$ cat src/hw/rtl/c128b_pkg.sv
// Shared types, constants and the symbol pattern table for the Code 128 set B encoder.
// No dependencies; imported by the top level, the front and the back.

package c128b_pkg;

    localparam logic [7:0]  CODE_FIRST     = 8'd32;
    localparam logic [7:0]  CODE_LAST      = 8'd126;
    localparam logic [6:0]  CHECK_MOD      = 7'd103;
    localparam logic [6:0]  START_VALUE    = 7'd1;
    localparam logic [3:0]  QUIET_MODULES  = 4'd11;
    localparam logic [3:0]  SYMBOL_MODULES = 4'd11;
    localparam logic [3:0]  STOP_MODULES   = 4'd13;
    localparam logic [3:0]  ERROR_MODULES  = 4'd0;
    localparam logic [10:0] START_B_BITS   = 11'b11010010000;
    localparam logic [12:0] STOP_BITS      = 13'b1100011101011;

    // One classified input word as it travels down the front pipeline.
    typedef struct packed {
        logic       err;
        logic       open;
        logic       last;
        logic [6:0] value;
    } item_t;

    // One command word between the front and the back.
    typedef struct packed {
        logic       err;
        logic       open;
        logic       last;
        logic [6:0] value;
        logic [6:0] check;
    } cmd_t;

    typedef struct packed {
        logic [12:0] pattern;
        logic [3:0]  module_count;
        logic        error;
        logic        last_result;
    } result_t;

    typedef enum logic [2:0] {
        BK_HEAD,
        BK_START,
        BK_DATA,
        BK_CHECK,
        BK_STOP,
        BK_QUIET
    } back_step_t;

    function automatic logic [10:0] sym_pattern(input logic [6:0] v);
        logic [10:0] p;
        case (v)
            7'd0:   p = 11'b11011001100;
            7'd1:   p = 11'b11001101100;
            7'd2:   p = 11'b11001100110;
            7'd3:   p = 11'b10010011000;
            7'd4:   p = 11'b10010001100;
            7'd5:   p = 11'b10001001100;
            7'd6:   p = 11'b10011001000;
            7'd7:   p = 11'b10011000100;
            7'd8:   p = 11'b10001100100;
            7'd9:   p = 11'b11001001000;
            7'd10:  p = 11'b11001000100;
            7'd11:  p = 11'b11000100100;
            7'd12:  p = 11'b10110011100;
            7'd13:  p = 11'b10011011100;
            7'd14:  p = 11'b10011001110;
            7'd15:  p = 11'b10111001100;
            7'd16:  p = 11'b10011101100;
            7'd17:  p = 11'b10011100110;
            7'd18:  p = 11'b11001110010;
            7'd19:  p = 11'b11001011100;
            7'd20:  p = 11'b11001001110;
            7'd21:  p = 11'b11011100100;
            7'd22:  p = 11'b11001110100;
            7'd23:  p = 11'b11101101110;
            7'd24:  p = 11'b11101001100;
            7'd25:  p = 11'b11100101100;
            7'd26:  p = 11'b11100100110;
            7'd27:  p = 11'b11101100100;
            7'd28:  p = 11'b11100110100;
            7'd29:  p = 11'b11100110010;
            7'd30:  p = 11'b11011011000;
            7'd31:  p = 11'b11011000110;
            7'd32:  p = 11'b11000110110;
            7'd33:  p = 11'b10100011000;
            7'd34:  p = 11'b10001011000;
            7'd35:  p = 11'b10001000110;
            7'd36:  p = 11'b10110001000;
            7'd37:  p = 11'b10001101000;
            7'd38:  p = 11'b10001100010;
            7'd39:  p = 11'b11010001000;
            7'd40:  p = 11'b11000101000;
            7'd41:  p = 11'b11000100010;
            7'd42:  p = 11'b10110111000;
            7'd43:  p = 11'b10110001110;
            7'd44:  p = 11'b10001101110;
            7'd45:  p = 11'b10111011000;
            7'd46:  p = 11'b10111000110;
            7'd47:  p = 11'b10001110110;
            7'd48:  p = 11'b11101110110;
            7'd49:  p = 11'b11010001110;
            7'd50:  p = 11'b11000101110;
            7'd51:  p = 11'b11011101000;
            7'd52:  p = 11'b11011100010;
            7'd53:  p = 11'b11011101110;
            7'd54:  p = 11'b11101011000;
            7'd55:  p = 11'b11101000110;
            7'd56:  p = 11'b11100010110;
            7'd57:  p = 11'b11101101000;
            7'd58:  p = 11'b11101100010;
            7'd59:  p = 11'b11100011010;
            7'd60:  p = 11'b11101111010;
            7'd61:  p = 11'b11001000010;
            7'd62:  p = 11'b11110001010;
            7'd63:  p = 11'b10100110000;
            7'd64:  p = 11'b10100001100;
            7'd65:  p = 11'b10010110000;
            7'd66:  p = 11'b10010000110;
            7'd67:  p = 11'b10000101100;
            7'd68:  p = 11'b10000100110;
            7'd69:  p = 11'b10110010000;
            7'd70:  p = 11'b10110000100;
            7'd71:  p = 11'b10011010000;
            7'd72:  p = 11'b10011000010;
            7'd73:  p = 11'b10000110100;
            7'd74:  p = 11'b10000110010;
            7'd75:  p = 11'b11000010010;
            7'd76:  p = 11'b11001010000;
            7'd77:  p = 11'b11110111010;
            7'd78:  p = 11'b11000010100;
            7'd79:  p = 11'b10001111010;
            7'd80:  p = 11'b10100111100;
            7'd81:  p = 11'b10010111100;
            7'd82:  p = 11'b10010011110;
            7'd83:  p = 11'b10111100100;
            7'd84:  p = 11'b10011110100;
            7'd85:  p = 11'b10011110010;
            7'd86:  p = 11'b11110100100;
            7'd87:  p = 11'b11110010100;
            7'd88:  p = 11'b11110010010;
            7'd89:  p = 11'b11011011110;
            7'd90:  p = 11'b11011110110;
            7'd91:  p = 11'b11110110110;
            7'd92:  p = 11'b10101111000;
            7'd93:  p = 11'b10100011110;
            7'd94:  p = 11'b10001011110;
            7'd95:  p = 11'b10111101000;
            7'd96:  p = 11'b10111100010;
            7'd97:  p = 11'b11110101000;
            7'd98:  p = 11'b11110100010;
            7'd99:  p = 11'b10111011110;
            7'd100: p = 11'b10111101110;
            7'd101: p = 11'b11101011110;
            7'd102: p = 11'b11110101110;
            default: p = 11'b00000000000;
        endcase
        return p;
    endfunction

endpackage

$ cat src/hw/rtl/code128b_symbol_encoder.sv
// Top level of the Code 128 set B symbol encoder: front, command queue, back and
// result queue. Depends on c128b_pkg, c128b_front, c128b_queue and c128b_back.
//
// Input channel: a word (char_code, last_char) is taken at a clock edge with push high
// and full low. Each message's first word is preceded by a quiet zone and Start B; the
// last word is followed by the check symbol, Stop and a closing quiet zone.
// An unencodable character gives one error word marked last_result, and the rest of
// that message, up to its last_char, is dropped without results.
// Result channel: the oldest word sits on pattern, module_count, error and last_result
// while empty is low and is taken at an edge with pop high and empty low.
// Throughput: one character per cycle while full is low; one result word per cycle
// while the back has a command and room. A message start adds two result words and a
// message end three, absorbed by the command queue.
// When the receiver stalls, the result queue fills, the back holds, and full rises once
// the command queue has no room for the words in the four-stage checksum pipeline.
// Reset clears both queues, the message and skip state, and the checksum.

module code128b_symbol_encoder import c128b_pkg::*; #(
    parameter int CMD_DEPTH = 8,
    parameter int OUT_DEPTH = 4
) (
    input  logic        clk,
    input  logic        rst_n,
    input  logic        push,
    output logic        full,
    input  logic [7:0]  char_code,
    input  logic        last_char,
    output logic        empty,
    input  logic        pop,
    output logic [12:0] pattern,
    output logic [3:0]  module_count,
    output logic        error,
    output logic        last_result
);

    localparam int CMD_CNT_W = $clog2(CMD_DEPTH + 1);
    localparam int OUT_CNT_W = $clog2(OUT_DEPTH + 1);

    logic                 cmd_push;
    cmd_t                 cmd_in;
    logic [$bits(cmd_t)-1:0] cmd_out_bits;
    cmd_t                 cmd_head;
    logic                 cmd_empty;
    logic                 cmd_pop;
    logic [CMD_CNT_W-1:0] cmd_count;

    logic                 out_push;
    result_t              out_in;
    logic [$bits(result_t)-1:0] out_bits;
    result_t              out_head;
    logic [OUT_CNT_W-1:0] out_count;
    logic                 out_full;

    assign cmd_head = cmd_out_bits;
    assign out_head = out_bits;
    assign out_full = (out_count == OUT_CNT_W'(OUT_DEPTH));

    assign pattern      = out_head.pattern;
    assign module_count = out_head.module_count;
    assign error        = out_head.error;
    assign last_result  = out_head.last_result;

    c128b_front #(
        .CMD_DEPTH (CMD_DEPTH)
    ) u_front (
        .clk       (clk),
        .rst_n     (rst_n),
        .push      (push),
        .full      (full),
        .char_code (char_code),
        .last_char (last_char),
        .cmd_count (cmd_count),
        .cmd_push  (cmd_push),
        .cmd_data  (cmd_in)
    );

    c128b_queue #(
        .DEPTH (CMD_DEPTH),
        .WIDTH ($bits(cmd_t))
    ) u_cmd_queue (
        .clk   (clk),
        .rst_n (rst_n),
        .push  (cmd_push),
        .wdata (cmd_in),
        .pop   (cmd_pop),
        .rdata (cmd_out_bits),
        .empty (cmd_empty),
        .count (cmd_count)
    );

    c128b_back u_back (
        .clk       (clk),
        .rst_n     (rst_n),
        .cmd_empty (cmd_empty),
        .cmd_head  (cmd_head),
        .out_full  (out_full),
        .cmd_pop   (cmd_pop),
        .out_push  (out_push),
        .out_word  (out_in)
    );

    c128b_queue #(
        .DEPTH (OUT_DEPTH),
        .WIDTH ($bits(result_t))
    ) u_out_queue (
        .clk   (clk),
        .rst_n (rst_n),
        .push  (out_push),
        .wdata (out_in),
        .pop   (pop),
        .rdata (out_bits),
        .empty (empty),
        .count (out_count)
    );

endmodule

$ cat src/hw/rtl/c128b_queue.sv
// Small first-in first-out queue of fixed-width words with an occupancy count.
// No dependencies; used between front and back and as the result buffer.

module c128b_queue #(
    parameter int DEPTH = 4,
    parameter int WIDTH = 8,
    localparam int CNT_W = $clog2(DEPTH + 1),
    localparam int PTR_W = (DEPTH > 1) ? $clog2(DEPTH) : 1
) (
    input  logic             clk,
    input  logic             rst_n,
    input  logic             push,
    input  logic [WIDTH-1:0] wdata,
    input  logic             pop,
    output logic [WIDTH-1:0] rdata,
    output logic             empty,
    output logic [CNT_W-1:0] count
);

    logic [WIDTH-1:0] mem_reg [DEPTH];
    logic [PTR_W-1:0] wr_ptr_reg;
    logic [PTR_W-1:0] wr_ptr_next;
    logic [PTR_W-1:0] rd_ptr_reg;
    logic [PTR_W-1:0] rd_ptr_next;
    logic [CNT_W-1:0] count_reg;
    logic [CNT_W-1:0] count_next;
    logic             wr_en;
    logic             rd_en;

    assign empty = (count_reg == '0);
    assign count = count_reg;
    assign rdata = mem_reg[rd_ptr_reg];
    assign wr_en = push && (count_reg != CNT_W'(DEPTH));
    assign rd_en = pop && !empty;

    always_comb
    begin
        wr_ptr_next = wr_ptr_reg;
        rd_ptr_next = rd_ptr_reg;
        count_next  = count_reg;
        if (wr_en)
        begin
            wr_ptr_next = (wr_ptr_reg == PTR_W'(DEPTH - 1)) ? '0 : wr_ptr_reg + 1'b1;
        end
        if (rd_en)
        begin
            rd_ptr_next = (rd_ptr_reg == PTR_W'(DEPTH - 1)) ? '0 : rd_ptr_reg + 1'b1;
        end
        if (wr_en && !rd_en)
        begin
            count_next = count_reg + 1'b1;
        end
        else if (rd_en && !wr_en)
        begin
            count_next = count_reg - 1'b1;
        end
    end

    always_ff @(posedge clk or negedge rst_n)
    begin
        if (!rst_n)
        begin
            wr_ptr_reg <= '0;
            rd_ptr_reg <= '0;
            count_reg  <= '0;
        end
        else
        begin
            wr_ptr_reg <= wr_ptr_next;
            rd_ptr_reg <= rd_ptr_next;
            count_reg  <= count_next;
        end
    end

    always_ff @(posedge clk)
    begin
        if (wr_en)
        begin
            mem_reg[wr_ptr_reg] <= wdata;
        end
    end

endmodule

$ cat src/hw/rtl/c128b_front.sv
// Front of the encoder: accepts characters, tracks message and skip state, and
// accumulates the checksum in a short pipeline. Depends on c128b_pkg.

module c128b_front import c128b_pkg::*; #(
    parameter int CMD_DEPTH = 8,
    localparam int CNT_W = $clog2(CMD_DEPTH + 1),
    localparam int SUM_W = $clog2(CMD_DEPTH + 5)
) (
    input  logic             clk,
    input  logic             rst_n,
    input  logic             push,
    output logic             full,
    input  logic [7:0]       char_code,
    input  logic             last_char,
    input  logic [CNT_W-1:0] cmd_count,
    output logic             cmd_push,
    output cmd_t             cmd_data
);

    logic        in_message_reg;
    logic        in_message_next;
    logic        skipping_reg;
    logic        skipping_next;
    logic [6:0]  pos_reg;
    logic [6:0]  pos_next;
    logic [6:0]  cs_reg;
    logic [6:0]  cs_next;

    logic        s1_valid_reg;
    logic        s1_valid_next;
    item_t       s1_item_reg;
    item_t       s1_item_next;
    logic [6:0]  s1_pos_reg;

    logic        s2_valid_reg;
    item_t       s2_item_reg;
    logic [13:0] s2_prod_reg;
    logic [13:0] s2_prod_next;

    logic        s3_valid_reg;
    item_t       s3_item_reg;
    logic [9:0]  s3_fold_reg;
    logic [9:0]  s3_fold_next;
    logic [11:0] fold_one;

    logic        s4_valid_reg;
    item_t       s4_item_reg;
    logic [6:0]  s4_rem_reg;
    logic [6:0]  s4_rem_next;
    logic [8:0]  fold_three;
    logic [8:0]  rem_a;
    logic [8:0]  rem_b;

    logic [SUM_W-1:0] pending;
    logic        accept;
    logic        char_ok;
    logic        opens;
    logic [6:0]  base;
    logic [7:0]  sum;

    // Words in flight count against free room in the command queue.
    assign pending = SUM_W'(cmd_count) + SUM_W'(s1_valid_reg) + SUM_W'(s2_valid_reg)
                   + SUM_W'(s3_valid_reg) + SUM_W'(s4_valid_reg);
    assign full    = (pending >= SUM_W'(CMD_DEPTH));
    assign accept  = push && !full;
    assign char_ok = (char_code >= CODE_FIRST) && (char_code <= CODE_LAST);
    assign opens   = !in_message_reg;

    always_comb
    begin
        in_message_next    = in_message_reg;
        skipping_next      = skipping_reg;
        pos_next           = pos_reg;
        s1_valid_next      = 1'b0;
        s1_item_next.err   = !char_ok;
        s1_item_next.open  = opens;
        s1_item_next.last  = last_char;
        s1_item_next.value = 7'(char_code - CODE_FIRST);
        if (accept)
        begin
            if (skipping_reg)
            begin
                if (last_char)
                begin
                    skipping_next = 1'b0;
                end
            end
            else if (!char_ok)
            begin
                s1_valid_next   = 1'b1;
                in_message_next = 1'b0;
                skipping_next   = !last_char;
            end
            else
            begin
                s1_valid_next   = 1'b1;
                in_message_next = !last_char;
                if (opens)
                begin
                    pos_next = 7'd1;
                end
                else if (pos_reg == CHECK_MOD - 7'd1)
                begin
                    pos_next = '0;
                end
                else
                begin
                    pos_next = pos_reg + 7'd1;
                end
            end
        end
    end

    // The product is reduced modulo 103 by folding: 128 is 25 modulo 103.
    assign s2_prod_next = 14'(s1_pos_reg) * 14'(s1_item_reg.value);
    assign fold_one     = 12'(s2_prod_reg[13:7]) * 12'd25 + 12'(s2_prod_reg[6:0]);
    assign s3_fold_next = 10'(fold_one[11:7]) * 10'd25 + 10'(fold_one[6:0]);
    assign fold_three   = 9'(s3_fold_reg[9:7]) * 9'd25 + 9'(s3_fold_reg[6:0]);
    assign rem_a        = (fold_three >= 9'(CHECK_MOD)) ? fold_three - 9'(CHECK_MOD)
                                                        : fold_three;
    assign rem_b        = (rem_a >= 9'(CHECK_MOD)) ? rem_a - 9'(CHECK_MOD) : rem_a;
    assign s4_rem_next  = rem_b[6:0];

    assign base    = s4_item_reg.open ? START_VALUE : cs_reg;
    assign sum     = 8'(base) + 8'(s4_rem_reg);
    assign cs_next = (sum >= 8'(CHECK_MOD)) ? 7'(sum - 8'(CHECK_MOD)) : sum[6:0];

    assign cmd_push       = s4_valid_reg;
    assign cmd_data.err   = s4_item_reg.err;
    assign cmd_data.open  = s4_item_reg.open;
    assign cmd_data.last  = s4_item_reg.last;
    assign cmd_data.value = s4_item_reg.value;
    assign cmd_data.check = cs_next;

    always_ff @(posedge clk or negedge rst_n)
    begin
        if (!rst_n)
        begin
            in_message_reg <= 1'b0;
            skipping_reg   <= 1'b0;
            pos_reg        <= '0;
            cs_reg         <= START_VALUE;
            s1_valid_reg   <= 1'b0;
            s2_valid_reg   <= 1'b0;
            s3_valid_reg   <= 1'b0;
            s4_valid_reg   <= 1'b0;
        end
        else
        begin
            in_message_reg <= in_message_next;
            skipping_reg   <= skipping_next;
            pos_reg        <= pos_next;
            s1_valid_reg   <= s1_valid_next;
            s2_valid_reg   <= s1_valid_reg;
            s3_valid_reg   <= s2_valid_reg;
            s4_valid_reg   <= s3_valid_reg;
            if (s4_valid_reg && !s4_item_reg.err)
            begin
                cs_reg <= cs_next;
            end
        end
    end

    always_ff @(posedge clk)
    begin
        s1_item_reg <= s1_item_next;
        s1_pos_reg  <= pos_next;
        s2_item_reg <= s1_item_reg;
        s2_prod_reg <= s2_prod_next;
        s3_item_reg <= s2_item_reg;
        s3_fold_reg <= s3_fold_next;
        s4_item_reg <= s3_item_reg;
        s4_rem_reg  <= s4_rem_next;
    end

endmodule

$ cat src/hw/rtl/c128b_back.sv
// Back of the encoder: expands each command word into one to six result words.
// Depends on c128b_pkg.

module c128b_back import c128b_pkg::*; (
    input  logic    clk,
    input  logic    rst_n,
    input  logic    cmd_empty,
    input  cmd_t    cmd_head,
    input  logic    out_full,
    output logic    cmd_pop,
    output logic    out_push,
    output result_t out_word
);

    back_step_t step_reg;
    back_step_t step_next;
    logic       go;
    logic       done;

    assign go = !cmd_empty && !out_full;

    always_comb
    begin
        step_next = step_reg;
        if (go)
        begin
            case (step_reg)
                BK_HEAD:
                begin
                    if (cmd_head.err)
                    begin
                        step_next = BK_HEAD;
                    end
                    else if (cmd_head.open)
                    begin
                        step_next = BK_START;
                    end
                    else if (cmd_head.last)
                    begin
                        step_next = BK_CHECK;
                    end
                    else
                    begin
                        step_next = BK_HEAD;
                    end
                end
                BK_START: step_next = BK_DATA;
                BK_DATA:  step_next = cmd_head.last ? BK_CHECK : BK_HEAD;
                BK_CHECK: step_next = BK_STOP;
                BK_STOP:  step_next = BK_QUIET;
                BK_QUIET: step_next = BK_HEAD;
                default:  step_next = BK_HEAD;
            endcase
        end
    end

    always_comb
    begin
        out_word.pattern      = {2'b00, sym_pattern(cmd_head.value)};
        out_word.module_count = SYMBOL_MODULES;
        out_word.error        = 1'b0;
        out_word.last_result  = 1'b0;
        done                  = 1'b0;
        case (step_reg)
            BK_HEAD:
            begin
                if (cmd_head.err)
                begin
                    out_word.pattern      = '0;
                    out_word.module_count = ERROR_MODULES;
                    out_word.error        = 1'b1;
                    out_word.last_result  = 1'b1;
                    done                  = 1'b1;
                end
                else if (cmd_head.open)
                begin
                    out_word.pattern      = '0;
                    out_word.module_count = QUIET_MODULES;
                end
                else
                begin
                    done = !cmd_head.last;
                end
            end
            BK_START:
            begin
                out_word.pattern = {2'b00, START_B_BITS};
            end
            BK_DATA:
            begin
                done = !cmd_head.last;
            end
            BK_CHECK:
            begin
                out_word.pattern = {2'b00, sym_pattern(cmd_head.check)};
            end
            BK_STOP:
            begin
                out_word.pattern      = STOP_BITS;
                out_word.module_count = STOP_MODULES;
            end
            BK_QUIET:
            begin
                out_word.pattern      = '0;
                out_word.module_count = QUIET_MODULES;
                out_word.last_result  = 1'b1;
                done                  = 1'b1;
            end
            default:
            begin
                done = 1'b0;
            end
        endcase
        out_push = go;
        cmd_pop  = go && done;
    end

    always_ff @(posedge clk or negedge rst_n)
    begin
        if (!rst_n)
        begin
            step_reg <= BK_HEAD;
        end
        else
        begin
            step_reg <= step_next;
        end
    end

endmodule
$ cat config.mk
export PLATFORM = sky130hd
export DESIGN_NAME = code128b_symbol_encoder
export DESIGN_NICKNAME = d
export VERILOG_FILES = /design/src/hw/rtl/c128b_pkg.sv /design/src/hw/rtl/code128b_symbol_encoder.sv /design/src/hw/rtl/c128b_queue.sv /design/src/hw/rtl/c128b_front.sv /design/src/hw/rtl/c128b_back.sv
export SDC_FILE = /design/constraint.sdc
export NUM_CORES = 1
export LEC_CHECK = 0
export BUFFER_PORTS_ARGS = -buffer_cell sky130_fd_sc_hd__clkbuf_2
export CAP_MARGIN = 20
export CORE_ASPECT_RATIO = 1.2
export CORE_MARGIN = 2
export CORE_UTILIZATION = 62
export DETAILED_ROUTE_END_ITERATION = 7
export GPL_TIMING_DRIVEN = 0
export PLACE_DENSITY_LB_ADDON = 0.3
export REMOVE_ABC_BUFFERS = 1
export SETUP_SLACK_MARGIN = 0.05
export SLEW_MARGIN = 25
export SYNTH_ARGS = -nofsm -noshare
export SYNTH_HDL_FRONTEND = slang
export SYNTH_SLANG_ARGS = --single-unit
export TNS_END_PERCENT = 50
$ cat constraint.sdc
create_clock -name clk -period 9 [get_ports clk]
set_clock_uncertainty 0.2 [all_clocks]
set_input_delay 0.45 -clock clk [delete_from_list [all_inputs] [get_ports clk]]
set_output_delay 0.45 -clock clk [all_outputs]
set_load 0.005 [all_outputs]
==> results of run 1 <==
cell type report:
type                    instances  area share [%]
flip-flops and latches        318           42.05
repair buffers                 59           2.337
well taps                     390           2.392
multi-input cells            1145           46.24
inverters                     107           1.969
clock buffers                  44           4.331
clock inverters                12          0.6809
worst min-delay path, cell delays in order:
cell,delay [ns]
clkbuf_2,0.08
nand2b_1,0.13
a21o_1,0.13
cell usage after synthesis (4+ instances only):
library cell and count:
a32oi_1 4, o22ai_1 10, o32ai_1 4, clkbuf_1 38, a31oi_1 28, o221ai_1 9, inv_1 107, o31ai_1 6
edfxtp_1 200, xnor2_1 35, a211oi_1 17, nand2_1 149, o21ai_0 90, nor3_1 41, dfxtp_1 78, xor2_1 18
mux2i_1 14, nand2b_1 17, buf_6 4, nand3b_1 4, or3_1 6, fa_1 43, nand4_1 7, a21oi_1 99
o311ai_0 9, buf_1 8, mux4_2 51, and2_1 31, a221oi_1 8, nor2b_1 9, nor3b_1 4, ha_1 146
a21o_1 17, a311oi_1 8, and3_1 8, a21boi_0 7, nor2_1 105, o21bai_1 14, nand3_1 29, dfrtp_1 39
o211ai_1 11, mux2_2 22, buf_4 6, buf_2 25
worst max path at each step:
stage	endpoint	depth (start not counted)	startpoint	slack [ns]
floorplan	u_front.s3_fold_reg[9]$_DFF_P_	24	u_front.s2_prod_reg[8]$_DFF_P_	3.49
global placement	u_out_queue.mem_reg[0][10]$_DFFE_PP_	9	u_cmd_queue.rd_ptr_reg[0]$_DFFE_PN0P_	1.77
detailed placement	u_front.s3_fold_reg[9]$_DFF_P_	24	u_front.s2_prod_reg[9]$_DFF_P_	3.00
CTS	u_front.s3_fold_reg[9]$_DFF_P_	24	u_front.s2_prod_reg[9]$_DFF_P_	2.96
global route	u_front.s3_fold_reg[9]$_DFF_P_	24	u_front.s2_prod_reg[9]$_DFF_P_	2.52
finish	u_front.s3_fold_reg[9]$_DFF_P_	24	u_front.s2_prod_reg[9]$_DFF_P_	3.00
stage by stage:
stage	setup slack (ns)	area [sq um]
6_report	2.998	20400
5_1_grt	2.519	20400
4_1_cts	2.958	20390
3_5_place_dp	3.005	19260
3_3_place_gp	1.769	18920
2_1_floorplan	3.489	18260
layer usage:
layer	routed length [um]	vias up	track usage, %
met3	3192	166	3.658
met5	0	-	0
met2	22970	712	51.03
li1	-	6103	-
met4	1861	0	11.08
met1	15710	6491	33.57
kinds of logic after synthesis:
group,after synthesis,synth area share [%]
buf+inv,188,4.233
mux,91,8.614
fa+ha+maj,189,14.41
xor+xnor,54,2.576
simple gates,430,10.86
flops,318,45.95
compound gates,381,13.36
==> impl_results.md, run 1 <==
- Prevailing post-synth register cell: edfxtp_1
- FF-to-FF End: u_front.s3_fold_reg[9]$_DFF_P_
- Worst setup EP type: flop
- Flip-flop count of the largest register after layout: 136
- Cell Rows: 69
- Cts repair resizes: 0
- Vias/cell: 6.493
- Share of layout cells above drive strength 1: 12.88%
- Total I/O pin count: 34
- Area growth syn-to-layout: 9.366%
- Sequential area share after synthesis: 45.95%
- Setup CP Type: flop to flop
- Buffers on Ports: 33
- Largest area contributor in the netlist: edfxtp_1
- Mapped Avg Cell Area: 11.30 sq um
- RSZ-0062 raised after global routing: no
- Max_cap viols: 0
- Core ar.: 0.02961 sq mm
- Tcrit/Tclk final: 66.69%
- Multi-input logic area: 0.009432 sq mm
- RR Startpoint: u_front.s2_prod_reg[9]$_DFF_P_
- Dpl cells: 2008
- Post-route ant nets: 0
- CP max stage delay: 0.55 ns
- Final min period: 6.002 ns
- TNS Setup: 0 ns
- Worst slew margin: 33.09%
- Antenna cells: 0
- HP Class: input port to flop
- H-tree levels: 1
- Die width: 162.3 um
- Crit path cell chain: ha_1 > inv_1 > fa_1 > fa_1 > inv_1 > ha_1 > inv_1 > o21bai_1 > a21oi_1 > o21bai_1 > a21oi_1 > o21bai_1 > a21oi_1 > xnor2_1 > ha_1 > ha_1 > fa_1 > ha_1 > a21oi_1 > o21bai_1 > a21oi_1 > o21bai_1 > a21oi_1 > xnor2_1
- WHS Path Cells: 3
- Drt drc: 0
- Layout Utilization: 68.88%
- Clock Pin Slew Worst Setup and Hold Paths: 0.06 ns
- Synth unique cells: 90
- Final Hold Viols: 0
- Clock Sinks: 318
- Hold Path End: u_out_queue.rd_ptr_reg[0]$_DFFE_PN0P_
- CP required: 9.30 ns
- Crit path DAT: 6.30 ns
- Worst-Skew Late Latency: 0.58 ns
- Worst setup SP type: flop
- Post-CTS Repair Setup Buffers: 0
- Status: complete, no violations
- Cell area after synthesis: 0.01865 sq mm
- Pin count of the biggest net entering global routing: 41
- Max Buffers Root-to-Sink: 3
- Final cell count without fillers: 2075
- TritonCTS clock tree: yes
- DP HPWL: 29750 um
- Most frequent cells in the layout: edfxtp_1 (200), nand2_1 (149), ha_1 (146)
- CTS root buf: clkbuf_16
- Setup violators final: 0
- Synth area leaders: edfxtp_1 (32%), ha_1 (9.8%), dfxtp_1 (8.4%)
- Starting Density: 62.98%
- WL final: 43740 um
- Initial DRT Pass Iterations: 6
- Filler cells: 1987
- CP max stage cell: fa_1
- Slew @ Worst Pin: 0.9827 ns
- Buf/Inv on CP: 3
- Avg WL per Cell: 21.08 um
- Reg area: 0.008577 sq mm
- Initial antenna violation count: 0
- Iteration-0 DRC Markers: 1780
- Asr flop ratio synth: 12.58%
- Post-synth top area share: 32.20%
- Hold Slack: 0.03536 ns
- R2R depth: 24
- RePlAce Congestion: 0.9273
- Count of state elements after synthesis: 318
- CTS Buf Count: 30
- Vias: 13470
- Global-route wire length before repair: 70480 um
- Synth Instances: 1651
- Synthesis Warnings: 0
- CP delay by family, top: adder cells
- Commonest non-fill, non-tap cell in the layout: edfxtp_1
- Max-slew violation count: 0
- GRT Util Overall: 28.05%
- CP max FO: 3
- Fin nets: 1863
- Vias in the first global route: 13540
- Die Y: 194.0 um
- Worst R2R Setup Slack: 3.00 ns
- Fmax: 166.6 MHz
- CP most frequent cell: a21oi_1
- Die footprint: 0.03149 sq mm
- Hold buffers post-CTS: 11
- Worst min-delay path startpoint: pop
- Grt ovf: 0
- Post-synth EDFFs: 200
Power of run 1 is not shown: default switching activity piles up to over one toggle a cycle in this logic, so the estimate is an artifact.
==> run 2, diff against run 1 <==
--- a/config.mk
+++ b/config.mk
@@ -9,7 +9,7 @@
 export CAP_MARGIN = 20
 export CORE_ASPECT_RATIO = 1.2
 export CORE_MARGIN = 2
-export CORE_UTILIZATION = 62
+export CORE_UTILIZATION = 58
 export DETAILED_ROUTE_END_ITERATION = 7
 export GPL_TIMING_DRIVEN = 0
 export PLACE_DENSITY_LB_ADDON = 0.3
==> constraint.sdc (replaced) <==
create_clock -name clk -period 5.4 [get_ports clk]
set_clock_uncertainty 0.2 [all_clocks]
set_input_delay 0.27 -clock clk [delete_from_list [all_inputs] [get_ports clk]]
set_output_delay 0.27 -clock clk [all_outputs]
set_load 0.005 [all_outputs]
==> impl_results.md, run 2 (synthesized netlist as in run 1, its figures left out) <==
- Status: complete, but fails checks
- Failing checks: setup timing
- Vias in the first global route: 13400
- Flip-flop count of the largest register after layout: 136
- Initial antenna violation count: 0
- Setup violators final: 1
- Core ar.: 0.03154 sq mm
- FF-to-FF End: u_front.s3_fold_reg[9]$_DFF_P_
- Max_cap viols: 0
- Reg area: 0.008584 sq mm
- Crit path DAT: 5.62 ns
- GRT Util Overall: 24.59%
- Total I/O pin count: 34
- Filler cells: 2218
- CTS Buf Count: 34
- Die Y: 200.4 um
- Worst setup SP type: flop
- RSZ-0062 raised after global routing: yes
- Iteration-0 DRC Markers: 1089
- Die width: 167.7 um
- R2R depth: 25
- Most frequent cells in the layout: edfxtp_1 (200), nand2_1 (149), ha_1 (131)
- Clock Sinks: 318
- Multi-input logic area: 0.009723 sq mm
- Drt drc: 0
- Setup WS post-layout: -0.03785 ns
- Initial DRT Pass Iterations: 5
- P_leak: 0.008295 uW
- RePlAce Congestion: 1.048
- Grt ovf: 0
- Starting Density: 59.14%
- Global-route wire length before repair: 67340 um
- Antenna cells: 0
- Fin nets: 1881
- VDD IR max: 0.2984 mV
- Commonest non-fill, non-tap cell in the layout: edfxtp_1
- Post-layout instance area: 0.02088 sq mm
- H-tree levels: 2
- Cell Rows: 71
- Max Buffers Root-to-Sink: 3
- Final min period: 5.438 ns
- CTS root buf: clkbuf_16
- Pin count of the biggest net entering global routing: 41
- Worst setup EP type: flop
- Tcrit/Tclk final: 100.7%
- WL final: 41450 um
- Vias/cell: 6.300
- CP required: 5.58 ns
- Worst slew margin: 32.39%
- Die footprint: 0.03361 sq mm
- Area growth syn-to-layout: 11.95%
- Clock Pin Slew Worst Setup and Hold Paths: 0.06 ns
- Place WS: -0.5283 ns
- Hold Slack: 0.1148 ns
- HP Class: input port to asynchronous set/reset pin
- Avg WL per Cell: 19.70 um
- Worst R2R Setup Slack: -0.04 ns
- CP max FO: 3
- DP HPWL: 27710 um
- Fmax: 183.9 MHz
- TritonCTS clock tree: yes
- Power Density: 680.7 mW/mm^2
- Worst-Skew Late Latency: 0.51 ns
- Vias: 13260
- Post-route ant nets: 0
- Setup CP Type: flop to flop
- Slew @ Worst Pin: 0.9930 ns
- Share of layout cells above drive strength 1: 16.03%
- RR Startpoint: u_front.s2_prod_reg[8]$_DFF_P_
- Post-DP Area: 0.01925 sq mm
- Buffers on Ports: 33
- Max-slew violation count: 0
- Final Hold Viols: 0
==> run 2: changes by cell type in the layout (fill, tap and decap cells not counted), moves of 5 or more <==
cell | before | now
xnor2_1 | 35 | 30
a21oi_2 | 1 | 7
inv_1 | 107 | 100
inv_2 | 0 | 6
ha_4 | 0 | 15
ha_1 | 146 | 131
a21oi_1 | 99 | 91
buf_4 | 5 | 19
==> run 2: how the worst max path moves through the flow <==
stage,endpoint,cells after the start,startpoint
after CTS,u_front.s3_fold_reg[9]$_DFF_P_,24,u_front.s2_prod_reg[9]$_DFF_P_
after global placement,u_out_queue.mem_reg[0][8]$_DFFE_PP_,9,u_cmd_queue.rd_ptr_reg[0]$_DFFE_PN0P_
after global routing,u_front.s3_fold_reg[9]$_DFF_P_,25,u_front.s2_prod_reg[9]$_DFF_P_
after floorplan,u_front.s3_fold_reg[9]$_DFF_P_,24,u_front.s2_prod_reg[8]$_DFF_P_
after detailed placement,u_front.s3_fold_reg[9]$_DFF_P_,24,u_front.s2_prod_reg[8]$_DFF_P_
final,u_front.s3_fold_reg[9]$_DFF_P_,25,u_front.s2_prod_reg[8]$_DFF_P_
==> run 2: layout make-up <==
| type | count | area share, % |
|---|---|---|
| clock inverters | 16 | 0.8509 |
| repair buffers | 73 | 2.780 |
| well taps | 401 | 2.403 |
| multi-input cells | 1145 | 46.57 |
| clock buffers | 44 | 4.350 |
| flip-flops and latches | 318 | 41.11 |
| inverters | 107 | 1.936 |
==> run 2: through the flow <==
| stage | std cells | utilization [%] | total power [uW] | setup TNS (ns) |
|---|---|---|---|---|
| 6_report | 2104 | 66.21 | 14210 | -0.03785 |
| 5_1_grt | 2104 | 66.21 | 15150 | -0.7518 |
| 4_1_cts | 2097 | 65.58 | 13980 | 0 |
| 3_5_place_dp | 2017 | 61.03 | 11550 | -1.422 |
| 3_3_place_gp | 2004 | 60.02 | 11200 | -61.36 |
| 2_1_floorplan | 1570 | - | 9287 | -0.1109 |
==> run 2: critical path: stages (launching register included) <==
cell	delay, ns
dfxtp_2	0.35
ha_4	0.27
inv_2	0.03
fa_1	0.49
fa_1	0.56
inv_2	0.05
ha_4	0.22
inv_4	0.08
nor2_2	0.04
nor2_1	0.15
o21bai_1	0.12
a21oi_2	0.21
o21bai_1	0.11
a21oi_1	0.19
xor2_1	0.23
inv_2	0.11
ha_4	0.24
ha_4	0.15
fa_2	0.55
ha_4	0.22
a21oi_4	0.15
o21bai_1	0.09
a21oi_2	0.17
o21bai_1	0.08
a21oi_1	0.18
xnor2_1	0.09
==> run 2: where the power goes <==
| part | total [uW] | internal [uW] | switching [uW] |
|---|---|---|---|
| clock network | 2260 | 1340 | 919 |
| logic | 7920 | 2960 | 4960 |
| registers | 4030 | 3620 | 416 |
==> run 2: layer usage <==
layer | part of all wire (%) | routed length (um) | global-route usage, % | vias up
met4 | 4.9 | 2024 | 11.80 | 0
met3 | 5.2 | 2146 | 3.194 | 148
li1 | - | - | - | 6144
met1 | 39 | 16010 | 29.14 | 6454
met5 | 0 | 0 | 0 | -
met2 | 51 | 21270 | 44.24 | 510
==> run 2: repair_timing <==
action | in CTS | in global routing
setup endpoints to repair | 5 | 4
gates resized for setup | 26 | 22
setup buffers | 8 | 7
pin swaps | 22 | 30
hold endpoints to repair | 54 | 0
hold buffers | 12 | 0
Power figures use the tool's default switching activity.
==> run 3, diff against run 2 <==
--- a/config.mk
+++ b/config.mk
@@ -9,7 +9,8 @@
 export CAP_MARGIN = 20
 export CORE_ASPECT_RATIO = 1.2
 export CORE_MARGIN = 2
-export CORE_UTILIZATION = 58
+export CORE_UTILIZATION = 59
+export CTS_BUF_LIST = sky130_fd_sc_hd__clkbuf_8
 export DETAILED_ROUTE_END_ITERATION = 7
 export GPL_TIMING_DRIVEN = 0
 export PLACE_DENSITY_LB_ADDON = 0.3
==> impl_results.md, run 3 (synthesized netlist as in run 1, its figures left out) <==
- Status: complete, but fails checks
- Failing checks: setup timing
- RSZ-0062 raised after global routing: yes
- CP max stage delay: 0.50 ns
- TNS Setup: -0.03138 ns
- CP max FO: 3
- Setup WS post-layout: -0.03138 ns
- Antenna cells: 0
- R2R depth: 24
- Iteration-0 DRC Markers: 1490
- Max_cap viols: 0
- Tcrit/Tclk final: 100.6%
- Die Y: 198.8 um
- Core ar.: 0.03127 sq mm
- Most frequent cells in the layout: edfxtp_1 (200), nand2_1 (149), ha_1 (135)
- Worst slew margin: 33.01%
- Place WS: -0.5112 ns
- Post-route ant nets: 0
- Crit path DAT: 5.75 ns
- Cell Rows: 71
- GRT Util Overall: 25.84%
- Clock Sinks: 318
- Worst setup EP type: flop
- Setup CP Type: flop to flop
- Max Buffers Root-to-Sink: 3
- Crit path cell chain: ha_1 > ha_1 > fa_1 > ha_1 > a21oi_1 > nor2_2 > nor2_2 > o21bai_1 > a21oi_2 > o21bai_1 > a21oi_1 > xor2_1 > inv_2 > ha_4 > ha_4 > ha_4 > ha_1 > a21o_1 > a21oi_4 > o21bai_1 > a21oi_2 > o21bai_1 > a21oi_2 > xnor2_1
- Post-layout instance area: 0.02084 sq mm
- Grt ovf: 0
- CP max stage cell: fa_1
- CP required: 5.72 ns
- Slew @ Worst Pin: 0.9839 ns
- Fin nets: 1899
- Post-DP Area: 0.01929 sq mm
- Pin count of the biggest net entering global routing: 41
- Flip-flop count of the largest register after layout: 136
- Hold Slack: 0.02578 ns
- Clock Pin Slew Worst Setup and Hold Paths: 0.07 ns
- Setup violators final: 1
- Commonest non-fill, non-tap cell in the layout: edfxtp_1
- Initial DRT Pass Iterations: 6
- Drt drc: 0
- HP Class: input port to asynchronous set/reset pin
- Final Hold Viols: 0
- WL final: 43680 um
- Filler cells: 2225
- Final min period: 5.431 ns
- TritonCTS clock tree: yes
- Vias: 13620
- Max-slew violation count: 0
- Worst-Skew Late Latency: 0.61 ns
- H-tree levels: 2
- Buffers on Ports: 33
- Initial antenna violation count: 0
- Avg WL per Cell: 20.43 um
- Share of layout cells above drive strength 1: 17.04%
- CTS Buf Count: 48
- Starting Density: 59.64%
- Area growth syn-to-layout: 11.75%
- CTS root buf: clkbuf_8
- Worst setup SP type: flop
- Total I/O pin count: 34
- Global-route wire length before repair: 68810 um
- Vias/cell: 6.370
- RePlAce Congestion: 0.9569
- Fmax: 184.1 MHz
- Vias in the first global route: 13350
- Die width: 166.3 um
- Die footprint: 0.03306 sq mm
- DP HPWL: 29370 um
[run 3: cell count changes in the layout (fill, tap and decap cells not counted), moves of 3 or more]
cell       before  now
buf_16          1    4
buf_4          19   22
clkbuf_1        8    0
clkbuf_16      34    0
clkbuf_8        2   58
clkinv_2        3    6
ha_1          131  135
ha_4           15   11
inv_1         100  112
[run 3: through the flow]
step,util (%),std cells
floorplan,-,1570
global placement,60.54,2004
detailed placement,61.70,2018
CTS,66.23,2128
global route,66.65,2138
finish,66.65,2138
[run 3: final timing paths]
kind / slack, ns / endpoint / from
setup / recovery: -0.03 / u_front.s3_fold_reg[9]$_DFF_P_ / u_front.s2_prod_reg[11]$_DFF_P_
hold / removal: 0.03 / u_out_queue.wr_ptr_reg[0]$_DFFE_PN0P_ / rst_n
setup reg to reg: -0.03 / u_front.s3_fold_reg[9]$_DFF_P_ / u_front.s2_prod_reg[11]$_DFF_P_
hold reg to reg: 0.11 / u_front.cmd_data[9]$_DFF_P_ / u_front.s3_item_reg[2]$_DFF_P_
max in group asynchronous: 4.53 / u_cmd_queue.wr_ptr_reg[1]$_DFFE_PN0P_ / rst_n
min in group clk: 0.11 / u_front.cmd_data[9]$_DFF_P_ / u_front.s3_item_reg[2]$_DFF_P_
[run 3: layout make-up]
cell class | instances | area (sq um) | share of cell area (%)
timing repair buffer | 77 | 646.9 | 3.104
clock buffer | 58 | 798.3 | 3.830
clock inverter | 32 | 274.0 | 1.315
multi-input combinational | 1145 | 9637 | 46.24
sequential | 318 | 8583 | 41.18
tap | 401 | 501.7 | 2.407
inverter | 107 | 401.6 | 1.927
[run 3: per-layer routing]
layer  up-vias  global-route usage (%)  share of wire, %
li1       6208                       -                 -
met1      6650                   30.05                37
met2       612                   47.59                53
met3       148                   3.959               6.1
met4         0                   11.21               4.0
met5         -                       0                 0
[run 3: worst max-delay path, delay by kind of cell, from the launching register on]
family,cells,cell delay (ns)
flops,1,0.38
buf+inv,1,0.11
compound gates,11,1.63
xor+xnor,2,0.36
fa+ha+maj,8,2.48
simple gates,2,0.20
[run 3: what timing repair did]
action / in CTS / in global routing
hold buffers: 12 / 0
setup endpoints to repair: 5 / 8
gates resized for setup: 23 / 17
setup buffers: 8 / 10
pin swaps: 24 / 9
endpoints found under the hold margin: 63 / 0
Power of run 3 is left out for the same reason.
